===== src/hdl/siq_pkg.sv =====
// Shared types and codes for the sorted insert queue.
package siq_pkg;

  // Fixed field widths of the item format.
  localparam int unsigned KEY_W     = 32;
  localparam int unsigned PAY_IN_W  = 32;
  localparam int unsigned COUNT_W   = 5;
  localparam int unsigned IN_DATA_W = 64;
  localparam int unsigned OUT_DATA_W = 72;

  // Command carried with each input item.
  typedef enum logic [1:0] {
    CMD_APPEND = 2'd0,
    CMD_INSERT = 2'd1,
    CMD_REMOVE = 2'd2,
    CMD_NOP    = 2'd3
  } cmd_t;

  // Status returned with each result item.
  typedef enum logic [1:0] {
    ST_DONE  = 2'd0,
    ST_FULL  = 2'd1,
    ST_EMPTY = 2'd2
  } status_t;

  // Control broadcast from the top level to every cell.
  typedef struct packed {
    logic              do_ins;
    logic              do_rem;
    logic              by_key;
    logic signed [KEY_W-1:0] key;
  } siq_ctl_t;

endpackage


===== src/hdl/sorted_insert_queue.sv =====
// Top level of the sorted insert queue: cell chain, entry count and result register.
//
// Usage: each input item carries a command in in_tuser and a key and payload
// in in_tdata. Append puts the entry at the rear, insert puts it before the
// first stored entry with a strictly larger key, remove drops the front entry.
// Every accepted item returns exactly one result item holding the front entry
// after the operation, the entry count and a status (full or empty flags).
// Latency: the result item is presented in the cycle after acceptance.
// Throughput: one item per cycle. The figure is set by the insert-position
// search, which ripples combinationally through the chain of DEPTH cells.
// The result register frees as it is taken, so a new item is accepted while a
// finished result is being taken; while out_tready is low and a result is
// held, in_tready stays low and the queue contents do not change.
// Reset: rst_n low clears the entry count and any held result; the slot
// contents are not cleared and are never read before being written.
module sorted_insert_queue #(
  parameter int unsigned DEPTH        = 16,
  parameter int unsigned PAYLOAD_BITS = 32
) (
  input  logic        clk,
  input  logic        rst_n,
  input  logic        in_tvalid,
  output logic        in_tready,
  // in_tdata: key [31:0], payload [63:32]
  input  logic [63:0] in_tdata,
  // in_tuser: cmd [1:0]
  input  logic [1:0]  in_tuser,
  output logic        out_tvalid,
  input  logic        out_tready,
  // out_tdata: head_valid [0], head_key [32:1], head_payload [64:33],
  // entry_count [69:65], status [71:70]
  output logic [71:0] out_tdata
);

  localparam int unsigned CW = $clog2(DEPTH + 1);
  localparam int unsigned PW = PAYLOAD_BITS;
  localparam int unsigned KW = siq_pkg::KEY_W;

  logic [CW-1:0]       count_r, count_nxt;
  logic                out_valid_r;
  logic                out_head_valid_r;
  logic [KW-1:0]       out_key_r;
  logic [31:0]         out_pay_r;
  logic [siq_pkg::COUNT_W-1:0] out_cnt_r;
  siq_pkg::status_t    out_status_r;

  logic                in_fire;
  siq_pkg::cmd_t       cmd;
  logic                is_ins, is_rem, full, empty;
  siq_pkg::siq_ctl_t   ctl;
  siq_pkg::status_t    status;
  logic [PW+31:0]      in_pay_ext;
  logic [PW-1:0]       new_pay;
  logic [PW+31:0]      head_pay_ext;
  logic [CW+4:0]       cnt_ext;
  logic                head_valid_nxt;

  logic signed [KW-1:0] cell_key     [DEPTH];
  logic [PW-1:0]        cell_pay     [DEPTH];
  logic signed [KW-1:0] cell_key_nxt [DEPTH];
  logic [PW-1:0]        cell_pay_nxt [DEPTH];
  logic [DEPTH:0]       found;

  // Handshake: take an item when the result register is free or being emptied.
  assign in_tready = !out_valid_r || out_tready;
  assign in_fire   = in_tvalid && in_tready;

  // Command decode.
  assign cmd   = siq_pkg::cmd_t'(in_tuser);
  assign full  = count_r == CW'(DEPTH);
  assign empty = count_r == '0;

  always_comb begin
    is_ins = 1'b0;
    is_rem = 1'b0;
    unique case (cmd)
      siq_pkg::CMD_APPEND: is_ins = 1'b1;
      siq_pkg::CMD_INSERT: is_ins = 1'b1;
      siq_pkg::CMD_REMOVE: is_rem = 1'b1;
      siq_pkg::CMD_NOP:    is_ins = 1'b0;
      default:             is_ins = 1'b0;
    endcase
  end

  assign ctl.do_ins = in_fire && is_ins && !full;
  assign ctl.do_rem = in_fire && is_rem && !empty;
  assign ctl.by_key = cmd == siq_pkg::CMD_INSERT;
  assign ctl.key    = in_tdata[KW-1:0];

  always_comb begin
    if (is_ins && full) begin
      status = siq_pkg::ST_FULL;
    end else if (is_rem && empty) begin
      status = siq_pkg::ST_EMPTY;
    end else begin
      status = siq_pkg::ST_DONE;
    end
  end

  // Incoming payload kept to the stored width.
  assign in_pay_ext = {{PW{1'b0}}, in_tdata[63:32]};
  assign new_pay    = in_pay_ext[PW-1:0];

  // Chain of cells; the found flag ripples from the front toward the rear.
  assign found[0] = 1'b0;

  for (genvar i = 0; i < DEPTH; i++) begin : g_cell
    localparam int unsigned LI = (i == 0) ? 0 : i - 1;
    localparam int unsigned RI = (i == DEPTH - 1) ? i : i + 1;

    siq_cell #(
      .IDX (i),
      .CW  (CW),
      .PW  (PW)
    ) u_cell (
      .clk       (clk),
      .ctl       (ctl),
      .new_pay   (new_pay),
      .count     (count_r),
      .left_key  (cell_key[LI]),
      .left_pay  (cell_pay[LI]),
      .right_key (cell_key[RI]),
      .right_pay (cell_pay[RI]),
      .found_in  (found[i]),
      .found_out (found[i+1]),
      .key_o     (cell_key[i]),
      .pay_o     (cell_pay[i]),
      .key_nxt_o (cell_key_nxt[i]),
      .pay_nxt_o (cell_pay_nxt[i])
    );
  end

  // Entry count.
  always_comb begin
    count_nxt = count_r;
    if (ctl.do_ins) begin
      count_nxt = count_r + CW'(1);
    end else if (ctl.do_rem) begin
      count_nxt = count_r - CW'(1);
    end
  end

  always_ff @(posedge clk) begin
    if (!rst_n) begin
      count_r <= '0;
    end else begin
      count_r <= count_nxt;
    end
  end

  // Result fields come from the front cell's next contents.
  assign head_valid_nxt = count_nxt != '0;
  assign head_pay_ext   = {32'd0, cell_pay_nxt[0]};
  assign cnt_ext        = {5'd0, count_nxt};

  always_ff @(posedge clk) begin
    if (!rst_n) begin
      out_valid_r <= 1'b0;
    end else if (in_fire) begin
      out_valid_r <= 1'b1;
    end else if (out_tready) begin
      out_valid_r <= 1'b0;
    end
  end

  always_ff @(posedge clk) begin
    if (in_fire) begin
      out_head_valid_r <= head_valid_nxt;
      out_key_r        <= head_valid_nxt ? cell_key_nxt[0] : '0;
      out_pay_r        <= head_valid_nxt ? head_pay_ext[31:0] : 32'd0;
      out_cnt_r        <= cnt_ext[siq_pkg::COUNT_W-1:0];
      out_status_r     <= status;
    end
  end

  assign out_tvalid = out_valid_r;
  assign out_tdata  = {out_status_r, out_cnt_r, out_pay_r, out_key_r, out_head_valid_r};

`ifndef SYNTHESIS
  // The count never passes the capacity.
  a_count_bound: assert property (@(posedge clk) disable iff (!rst_n)
    count_r <= CW'(DEPTH))
    else $error("entry count above capacity");

  // An insert into a full queue leaves the count unchanged.
  a_full_drop: assert property (@(posedge clk) disable iff (!rst_n)
    (in_fire && is_ins && full) |=> (count_r == $past(count_r)))
    else $error("dropped insert changed the count");

  // An accepted item always yields a held result in the next cycle.
  a_result: assert property (@(posedge clk) disable iff (!rst_n)
    in_fire |=> out_valid_r)
    else $error("accepted item produced no result");

  // A held result's head flag agrees with the live count.
  a_head_flag: assert property (@(posedge clk) disable iff (!rst_n)
    out_valid_r |-> (out_head_valid_r == (count_r != '0)))
    else $error("head flag disagrees with the count");

  // Insert and remove never act in the same cycle.
  a_one_op: assert property (@(posedge clk) disable iff (!rst_n)
    !(ctl.do_ins && ctl.do_rem))
    else $error("insert and remove at once");
`endif

endmodule


===== src/hdl/siq_cell.sv =====
// One storage cell of the queue chain: holds one entry and shifts with its neighbors.
module siq_cell #(
  parameter int unsigned IDX = 0,
  parameter int unsigned CW  = 5,
  parameter int unsigned PW  = 32
) (
  input  logic                              clk,
  input  siq_pkg::siq_ctl_t                 ctl,
  input  logic [PW-1:0]                     new_pay,
  input  logic [CW-1:0]                     count,
  input  logic signed [siq_pkg::KEY_W-1:0]  left_key,
  input  logic [PW-1:0]                     left_pay,
  input  logic signed [siq_pkg::KEY_W-1:0]  right_key,
  input  logic [PW-1:0]                     right_pay,
  input  logic                              found_in,
  output logic                              found_out,
  output logic signed [siq_pkg::KEY_W-1:0]  key_o,
  output logic [PW-1:0]                     pay_o,
  output logic signed [siq_pkg::KEY_W-1:0]  key_nxt_o,
  output logic [PW-1:0]                     pay_nxt_o
);

  logic signed [siq_pkg::KEY_W-1:0] key_r, key_nxt;
  logic [PW-1:0]                    pay_r, pay_nxt;
  logic                             occ;
  logic                             cond;

  // This cell holds a live entry when its place lies below the count.
  assign occ  = count > CW'(IDX);

  // The new entry belongs here if the slot is free or, for an insert by key, its key is larger.
  assign cond = !occ || (ctl.by_key && ($signed(ctl.key) < $signed(key_r)));
  assign found_out = found_in || cond;

  // Past the insert point entries move back by one; a removal moves them forward.
  always_comb begin
    key_nxt = key_r;
    pay_nxt = pay_r;
    if (ctl.do_ins) begin
      if (found_in) begin
        key_nxt = left_key;
        pay_nxt = left_pay;
      end else if (cond) begin
        key_nxt = ctl.key;
        pay_nxt = new_pay;
      end
    end else if (ctl.do_rem) begin
      key_nxt = right_key;
      pay_nxt = right_pay;
    end
  end

  always_ff @(posedge clk) begin
    key_r <= key_nxt;
    pay_r <= pay_nxt;
  end

  assign key_o     = key_r;
  assign pay_o     = pay_r;
  assign key_nxt_o = key_nxt;
  assign pay_nxt_o = pay_nxt;

endmodule

===== config.mk =====
export PLATFORM = sky130hd
export DESIGN_NAME = sorted_insert_queue
export DESIGN_NICKNAME = d
export VERILOG_FILES = /design/src/hdl/siq_pkg.sv /design/src/hdl/sorted_insert_queue.sv /design/src/hdl/siq_cell.sv
export SDC_FILE = /design/constraint.sdc
export NUM_CORES = 2
export LEC_CHECK = 0
export BUFFER_PORTS_ARGS = -buffer_cell sky130_fd_sc_hd__buf_2
export CELL_PAD_IN_SITES_DETAIL_PLACEMENT = 0
export CELL_PAD_IN_SITES_GLOBAL_PLACEMENT = 1
export CORE_UTILIZATION = 30
export DETAILED_ROUTE_END_ITERATION = 8
export PLACE_DENSITY_LB_ADDON = 0.05
export SKIP_LAST_GASP = 1
export SYNTH_ARGS = -nofsm -noshare
export SYNTH_HDL_FRONTEND = slang
export SYNTH_HIERARCHICAL = 1
export SYNTH_SLANG_ARGS = --single-unit

===== constraint.sdc =====
create_clock -name clk -period 9.8 [get_ports clk]
set_clock_uncertainty 0.05 [all_clocks]
set_input_delay 0.49 -clock clk [delete_from_list [all_inputs] [get_ports clk]]
set_output_delay 0.49 -clock clk [all_outputs]
set_load 0.01 [all_outputs]

## Yosys cells after proc, flatten, opt, wreduce, memory -nomap -nowiden

Cells that the tools add are included.

- Flip-flop bits (word level): 1,102
- Bits of input ports: 70

- $add $sub $neg: 2
- Equality and inequality tests: 17
- Order comparisons: 32
- Mux-type cells: 129
- Reduce and logical (&&, ||, !) cells: 95

Operators with widths:

| cell | number |
|---|---|
| $mux 32 | 122 |
| $lt 32x32->1 | 16 |
| $ne 3x1->1 const B | 14 |
| $gt 5x4->1 const B | 8 |
| $logic_or 1x1->1 | 31 |
| $reduce_and 2->1 | 15 |
| $logic_and 1x1->1 | 23 |
| $gt 5x3->1 const B | 4 |
| $logic_not 1->1 | 19 |
| $gt 5x1->1 const B | 2 |
| $gt 5x2->1 const B | 2 |
| $mux 5 | 2 |
| $reduce_bool 2->1 | 3 |
| $add 5x1->5 const B | 1 |
| $eq 5x5->1 const B | 1 |
| $logic_not 5->1 | 1 |
| $reduce_bool 5->1 | 1 |
| $sub 5x1->5 const B | 1 |
| $mux 1 | 4 |
| $eq 2x1->1 const B | 1 |
| $eq 2x2->1 const B | 1 |
| $logic_not 2->1 | 1 |
| $mux 2 | 1 |
| $reduce_or 2->1 | 1 |

## Logic depth before layout (Yosys ltp)

- Word-level depth: 19
- Depth in mapped cells: 45

## By module

Netlist, hierarchy kept.

By module, submodules not included:

| module | times used | cells an instance | seq. area each (um2) | area an instance (um2) |
|---|---|---|---|---|
| siq_cell at g_cell[8].u_cell ... | 2 | 665 | 1,281.2 | 4,854.7 |
| siq_cell at g_cell[0].u_cell | 1 | 580 | 1,281.2 | 4,897.2 |
| siq_cell at g_cell[7].u_cell | 1 | 664 | 1,281.2 | 4,872.2 |
| siq_cell at g_cell[2].u_cell | 1 | 662 | 1,281.2 | 4,860.9 |
| siq_cell at g_cell[1].u_cell | 1 | 662 | 1,281.2 | 4,858.4 |
| siq_cell at g_cell[5].u_cell | 1 | 664 | 1,281.2 | 4,854.7 |
| siq_cell at g_cell[6].u_cell | 1 | 664 | 1,281.2 | 4,847.1 |
| siq_cell at g_cell[4].u_cell | 1 | 665 | 1,281.2 | 4,845.9 |
| siq_cell at g_cell[3].u_cell | 1 | 664 | 1,281.2 | 4,838.4 |
| siq_cell at g_cell[15].u_cell | 1 | 577 | 1,281.2 | 4,825.9 |
| siq_cell at g_cell[10].u_cell | 1 | 580 | 1,281.2 | 4,820.9 |
| siq_cell at g_cell[12].u_cell | 1 | 580 | 1,281.2 | 4,819.6 |
| siq_cell at g_cell[14].u_cell | 1 | 579 | 1,281.2 | 4,815.9 |
| siq_cell at g_cell[13].u_cell | 1 | 577 | 1,281.2 | 4,810.9 |
| 2 more rows | n/a | n/a | n/a | n/a |

## Worst setup path after synthesis

No wires, ideal clock.

- Kind: input to register
- From: input port in_tdata[23]
- To: register g_cell[15].u_cell.key_r, in the netlist g_cell[15].u_cell/key_o[0]
- Required time: 9.614 ns
- Arrival: 10.652 ns
- Setup slack: -1.039 ns
- Buffers on the path: 16
- Cell stages on the path: 44
- Library setup time: 0.136 ns
- Path through: ha_1 a21oi_2 o21ai_1 a22o_1 or4_4 a32oi_2 nand3_1 clkbuf_1 or3_1 clkbuf_1 or3_1 clkbuf_1 or3_1 clkbuf_1 or3_1 clkbuf_1 or3_1 clkbuf_1 [8 not listed] clkbuf_1 nand2b_1 inv_1 clkbuf_1 nand2b_1 inv_1 clkbuf_1 nand2b_1 inv_1 clkbuf_1 nand2b_1 inv_1 clkbuf_1 nand2b_1 inv_1 clkbuf_1 clkbuf_1 a31oi_1

- Cells in the longest elaborated chain, start to end: 19
- Elaborated cells between the ends (all ways): 65
- Those cells by class: order compare: 16; mux: 1; reduce/logical: 48

Ends and longest elaborated chain:

| what | RTL line | text |
|---|---|---|
| from (decl) | sorted_insert_queue.sv:25 | `input logic [63:0] in_tdata,` |
| $lt 32x32->1 (*) | siq_cell.sv:32 | `assign cond = !occ \|\| (ctl.by_key && ($signed(ctl.key) < $signed(key_r)));` |
| $logic_and 1x1->1 (*) | siq_cell.sv:32 |  |
| $logic_or 1x1->1 (*) | siq_cell.sv:32 |  |
| net found[1] | sorted_insert_queue.sv:62 | `logic [DEPTH:0] found;` |
| $logic_or 1x1->1 (*) | siq_cell.sv:33 | `assign found_out = found_in \|\| cond;` |
| net found[2] | sorted_insert_queue.sv:62 |  |
| $logic_or 1x1->1 (*) | siq_cell.sv:33 |  |
| net found[3] | sorted_insert_queue.sv:62 |  |
| [1 not listed] | n/a |  |
| net found[4] | sorted_insert_queue.sv:62 |  |
| [1 not listed] | n/a |  |
| net found[5] | sorted_insert_queue.sv:62 |  |
| [1 not listed] | n/a |  |
| net found[6] | sorted_insert_queue.sv:62 |  |
| [1 not listed] | n/a |  |
| net found[7] | sorted_insert_queue.sv:62 |  |
| [1 not listed] | n/a |  |
| net found[8] | sorted_insert_queue.sv:62 |  |
| [1 not listed] | n/a |  |
| net found[9] | sorted_insert_queue.sv:62 |  |
| [1 not listed] | n/a |  |
| net found[10] | sorted_insert_queue.sv:62 |  |
| [1 not listed] | n/a |  |
| net found[11] | sorted_insert_queue.sv:62 |  |
| [1 not listed] | n/a |  |
| net found[12] | sorted_insert_queue.sv:62 |  |
| $logic_or 1x1->1 (*) | siq_cell.sv:33 |  |
| net found[13] | sorted_insert_queue.sv:62 |  |
| $logic_or 1x1->1 (*) | siq_cell.sv:33 |  |
| net found[14] | sorted_insert_queue.sv:62 |  |
| $logic_or 1x1->1 (*) | siq_cell.sv:33 |  |
| net found[15] | sorted_insert_queue.sv:62 |  |
| $reduce_bool 2->1 (no line) | n/a |  |
| $reduce_and 2->1 (no line) | n/a |  |
| to (signal assigned) | siq_cell.sv:54 | `key_r <= key_nxt;` |
| to (decl) | siq_cell.sv:23 | `logic signed [siq_pkg::KEY_W-1:0] key_r, key_nxt;` |

Mark *: on every way through the listed nets, which the timed path passes. The rest lies on a longest branch.
A chain may end at the register's enable or synchronous reset.

## Final worst setup path

- From: register g_cell[1].u_cell.key_r, in the netlist g_cell[1].u_cell/key_o[22]
- To: register g_cell[15].u_cell.pay_r[11]

- Cells in the longest elaborated chain, start to end: 19
- Elaborated cells between the ends (all ways): 20
- Those cells by class: order compare: 1; mux: 1; reduce/logical: 18

Ends and longest elaborated chain:

| what | RTL line | text |
|---|---|---|
| from (decl) | siq_cell.sv:23 |  |
| from (signal assigned) | siq_cell.sv:54 |  |
| $lt 32x32->1 (*) | siq_cell.sv:32 |  |
| $logic_and 1x1->1 (*) | siq_cell.sv:32 |  |
| $logic_or 1x1->1 (*) | siq_cell.sv:32 |  |
| $logic_or 1x1->1 (*) | siq_cell.sv:33 |  |
| net found[2] | sorted_insert_queue.sv:62 |  |
| $logic_or 1x1->1 (*) | siq_cell.sv:33 |  |
| net found[3] | sorted_insert_queue.sv:62 |  |
| $logic_or 1x1->1 (*) | siq_cell.sv:33 |  |
| net found[4] | sorted_insert_queue.sv:62 |  |
| [1 not listed] | n/a |  |
| net found[5] | sorted_insert_queue.sv:62 |  |
| [1 not listed] | n/a |  |
| net found[6] | sorted_insert_queue.sv:62 |  |
| [1 not listed] | n/a |  |
| net found[7] | sorted_insert_queue.sv:62 |  |
| [1 not listed] | n/a |  |
| net found[8] | sorted_insert_queue.sv:62 |  |
| [1 not listed] | n/a |  |
| net found[9] | sorted_insert_queue.sv:62 |  |
| [1 not listed] | n/a |  |
| net found[10] | sorted_insert_queue.sv:62 |  |
| [1 not listed] | n/a |  |
| net found[11] | sorted_insert_queue.sv:62 |  |
| [1 not listed] | n/a |  |
| net found[12] | sorted_insert_queue.sv:62 |  |
| $logic_or 1x1->1 (*) | siq_cell.sv:33 |  |
| net found[13] | sorted_insert_queue.sv:62 |  |
| $logic_or 1x1->1 (*) | siq_cell.sv:33 |  |
| net found[14] | sorted_insert_queue.sv:62 |  |
| $logic_or 1x1->1 (*) | siq_cell.sv:33 |  |
| net found[15] | sorted_insert_queue.sv:62 |  |
| $reduce_bool 2->1 (no line) | n/a |  |
| $reduce_and 2->1 (no line) | n/a |  |
| to (signal assigned) | siq_cell.sv:55 | `pay_r <= pay_nxt;` |
| to (decl) | siq_cell.sv:24 | `logic [PW-1:0] pay_r, pay_nxt;` |

Marks and branches as above.

==> metrics.md <==
| Metric | Value |
|---|---|
| CP max FO | `63` |
| Placer congestion estimate | `between 0.8 and 0.9` |
| Result of the run | `finished with violations` |
| Die W | `roughly 520 um` |
| Clock Latency Late Sink | `about 850 ps` |
| Core footprint | `around 270000 um^2` |
| Setup TNS | `0 ps` |
| Core Util, Final | `0.334` |
| Die Y | `522 um` |
| Fin. max-slew vios | `between 60 and 70` |
| Failing checks | `max-slew violations` |
| Pre-antenna DRT Iters | `6` |
| Layout cells sized above 1 | `0.126` |
| Crit path from | `g_cell[1].u_cell/key_o[22]` |
| Vias in the first global route | `roughly 78000` |
| Commonest non-fill, non-tap cell in the layout | `a31oi_1` |
| Most frequent CP cell | `or3_2` |
| Post-CTS setup buffers | `0` |
| GRT Total Usage | `0.268` |
| Layout area overhead | `10.5%` |
| HPWL after detailed placement | `252000 um` |
| Maximum vdd drop | `0.156 mV` |
| Cts bufs inserted | `approximately 160` |
| Most frequent cells in the layout | `a31oi_1, dfxtp_1, o22ai_1` |
| Mean Syn Cell Area | `between 7 and 8 um^2` |
| Final hold violations | `0` |
| Total Wirelength | `around 380000 um` |
| CP max-delay cell | `or4_1` |
| Max Cap Violations | `0` |
| Max clock buf depth | `3` |
| Peak Freq | `approximately 110 MHz` |
| Worst hold path type | `in2reg` |
| Post-route minimum period | `between 9000 and 10000 ps` |
| Initial core utilization | `0.302` |
| Global-route wire length before repair | `555000 um` |
| Seq pwr share | `0.359` |
| Remaining antenna violation count after routing | `0` |
| Drt wl/cell | `approximately 28 um` |
| PortBufs | `roughly 140` |
| RSZ-0062 raised after global routing | `no` |
| Mean number of vias per cell | `between 6 and 7` |
| CTS tree | `done` |
| Antenna violations before repair | `22` |
| Sink Count | `~1100` |
| Sw power | `between 0.01 and 0.015 W` |
| Tcrit/Tclk final | `0.938` |
| Final setup violation count | `0` |
| Clk network pwr share | `0.223` |
| CP max stage delay | `630 ps` |
| Synthesis warning total | `6` |
| Slew HR | `-1.84` |
| Syn Inst Count | `between 10000 and 15000` |
| Cell Int Power | `about 0.015 W` |
| # nets final | `approximately 11000` |
| Critical Path Sink | `g_cell[15].u_cell/pay_o[11]` |
| Switching share of total power | `0.451` |
| Pwr/cell area | `between 200 and 300 nW/um^2` |
| Worst setup margin | `approximately 610 ps` |
| CP Class | `reg2reg` |
| Largest net degree at the start of global routing | `~230` |
| Worst setup EP type | `flip-flop` |
| Root buffer cell | `clkbuf_16` |
| Reg-to-Reg End | `g_cell[15].u_cell/pay_o[11]` |
| Congestion Overflow GR | `0` |
| Logic pwr share | `0.418` |
| Worst slew pin tran | `around 4200 ps` |
| First DRT Iteration DRCs | `just under 9000` |
| Number of I/O pins | `between 100 and 150` |
| Worst reg2reg startpoint | `g_cell[1].u_cell/key_o[22]` |
| Worst reg-to-reg setup slack | `610 ps` |
| Clock-pin slew on the worst setup and hold paths | `around 60 ps` |
| Worst Path Required | `~11000 ps` |
| Fillers | `28065` |
| Netlist Area Pre-Place | `slightly above 80000 um^2` |
| P_leak | `around 36 nW` |
| DRC viols | `0` |
| Pre-CTS setup slack | `about 540 ps` |
| DR vias | `approximately 83000` |
| Startpoint class of the critical path | `flip-flop` |
| R2R cell count | `29` |
| Arrival @ worst endpoint | `a little under 10000 ps` |
| Num rows | `190` |
| Max H-tree Level | `4` |
| Die ar. | `approximately 270000 um^2` |
[power by group through the flow]
stage / clock (W) / sequential, W / combinational [W]
floorplan: 0 / 0.00831 / 0.00795
global placement: 0 / 0.00950 / 0.0107
detailed placement: 0 / 0.00953 / 0.0109
CTS: 0.00608 / 0.00946 / 0.0110
global route: 0.00624 / 0.00987 / 0.0123
finish: 0.00593 / 0.00955 / 0.0111
[through the flow]
step	cell area [um^2]	cells	hold slack, ps	power [W]
after CTS	89500	13643	12.3	0.0265
after floorplan	81100	10322	437	0.0163
after global placement	84300	13368	456	0.0202
after global routing	89500	13645	73.5	0.0284
after detailed placement	84300	13369	462	0.0204
final	89500	13652	80.4	0.0266
[what timing repair did]
item | 4_1_cts | 5_1_grt
hold endpoints to repair | 7 | 0
resized for setup | 0 | 0
hold buffers | 3 | 0
endpoints found under the setup margin | 0 | 0
[worst min path at each step]
stage	from	cells past startpoint	slack, ps	end
after global routing	in_tuser[0]	3	70	out_status_r[1]
after floorplan	g_cell[1].u_cell/pay_o[0]	2	440	g_cell[1].u_cell/pay_o[0]
after detailed placement	g_cell[1].u_cell/pay_o[2]	2	460	g_cell[1].u_cell/pay_o[2]
after global placement	g_cell[1].u_cell/pay_o[30]	2	460	g_cell[1].u_cell/pay_o[30]
final	in_tuser[0]	3	80	out_status_r[1]
after CTS	in_tuser[0]	3	10	out_status_r[1]
[critical path, delay by kind of cell, from the launching register on]
family,cells,cell delay [ps]
compound gates,3,790
simple gates,18,6310
fa+ha+maj,1,340
buf+inv,7,1010
flops,1,500
[layout make-up]
type	count	area, um^2	area share
diodes	9	22.5	0.000252
clock buffers	221	4410	0.0493
clock inverters	50	721	0.00805
inverters	609	2300	0.0257
multi-input cells	7711	51900	0.580
flip-flops and latches	1102	22800	0.255
well taps	3552	4440	0.0497
repair buffers	398	2930	0.0327
[routing by layer]
metal	wire length (um)	vias to the layer above	GRT usage
met1	192000	40656	0.414
met2	151000	3264	0.374
met4	6730	0	0.0537
met5	0	-	0
li1	-	38363	-
met3	29900	413	0.0560
[registers in the layout (all words and copies together) (netlist names)]
name / cells
count_r: 5
out_status_r: 2
out_key_r: 32
g_cell.u_cell/pay_o: 512
out_tvalid: 1
out_head_valid_r: 1
out_cnt_r: 5
out_pay_r: 32
g_cell.u_cell/key_o: 512
No activity file was read; power rests on OpenSTA's default activity.
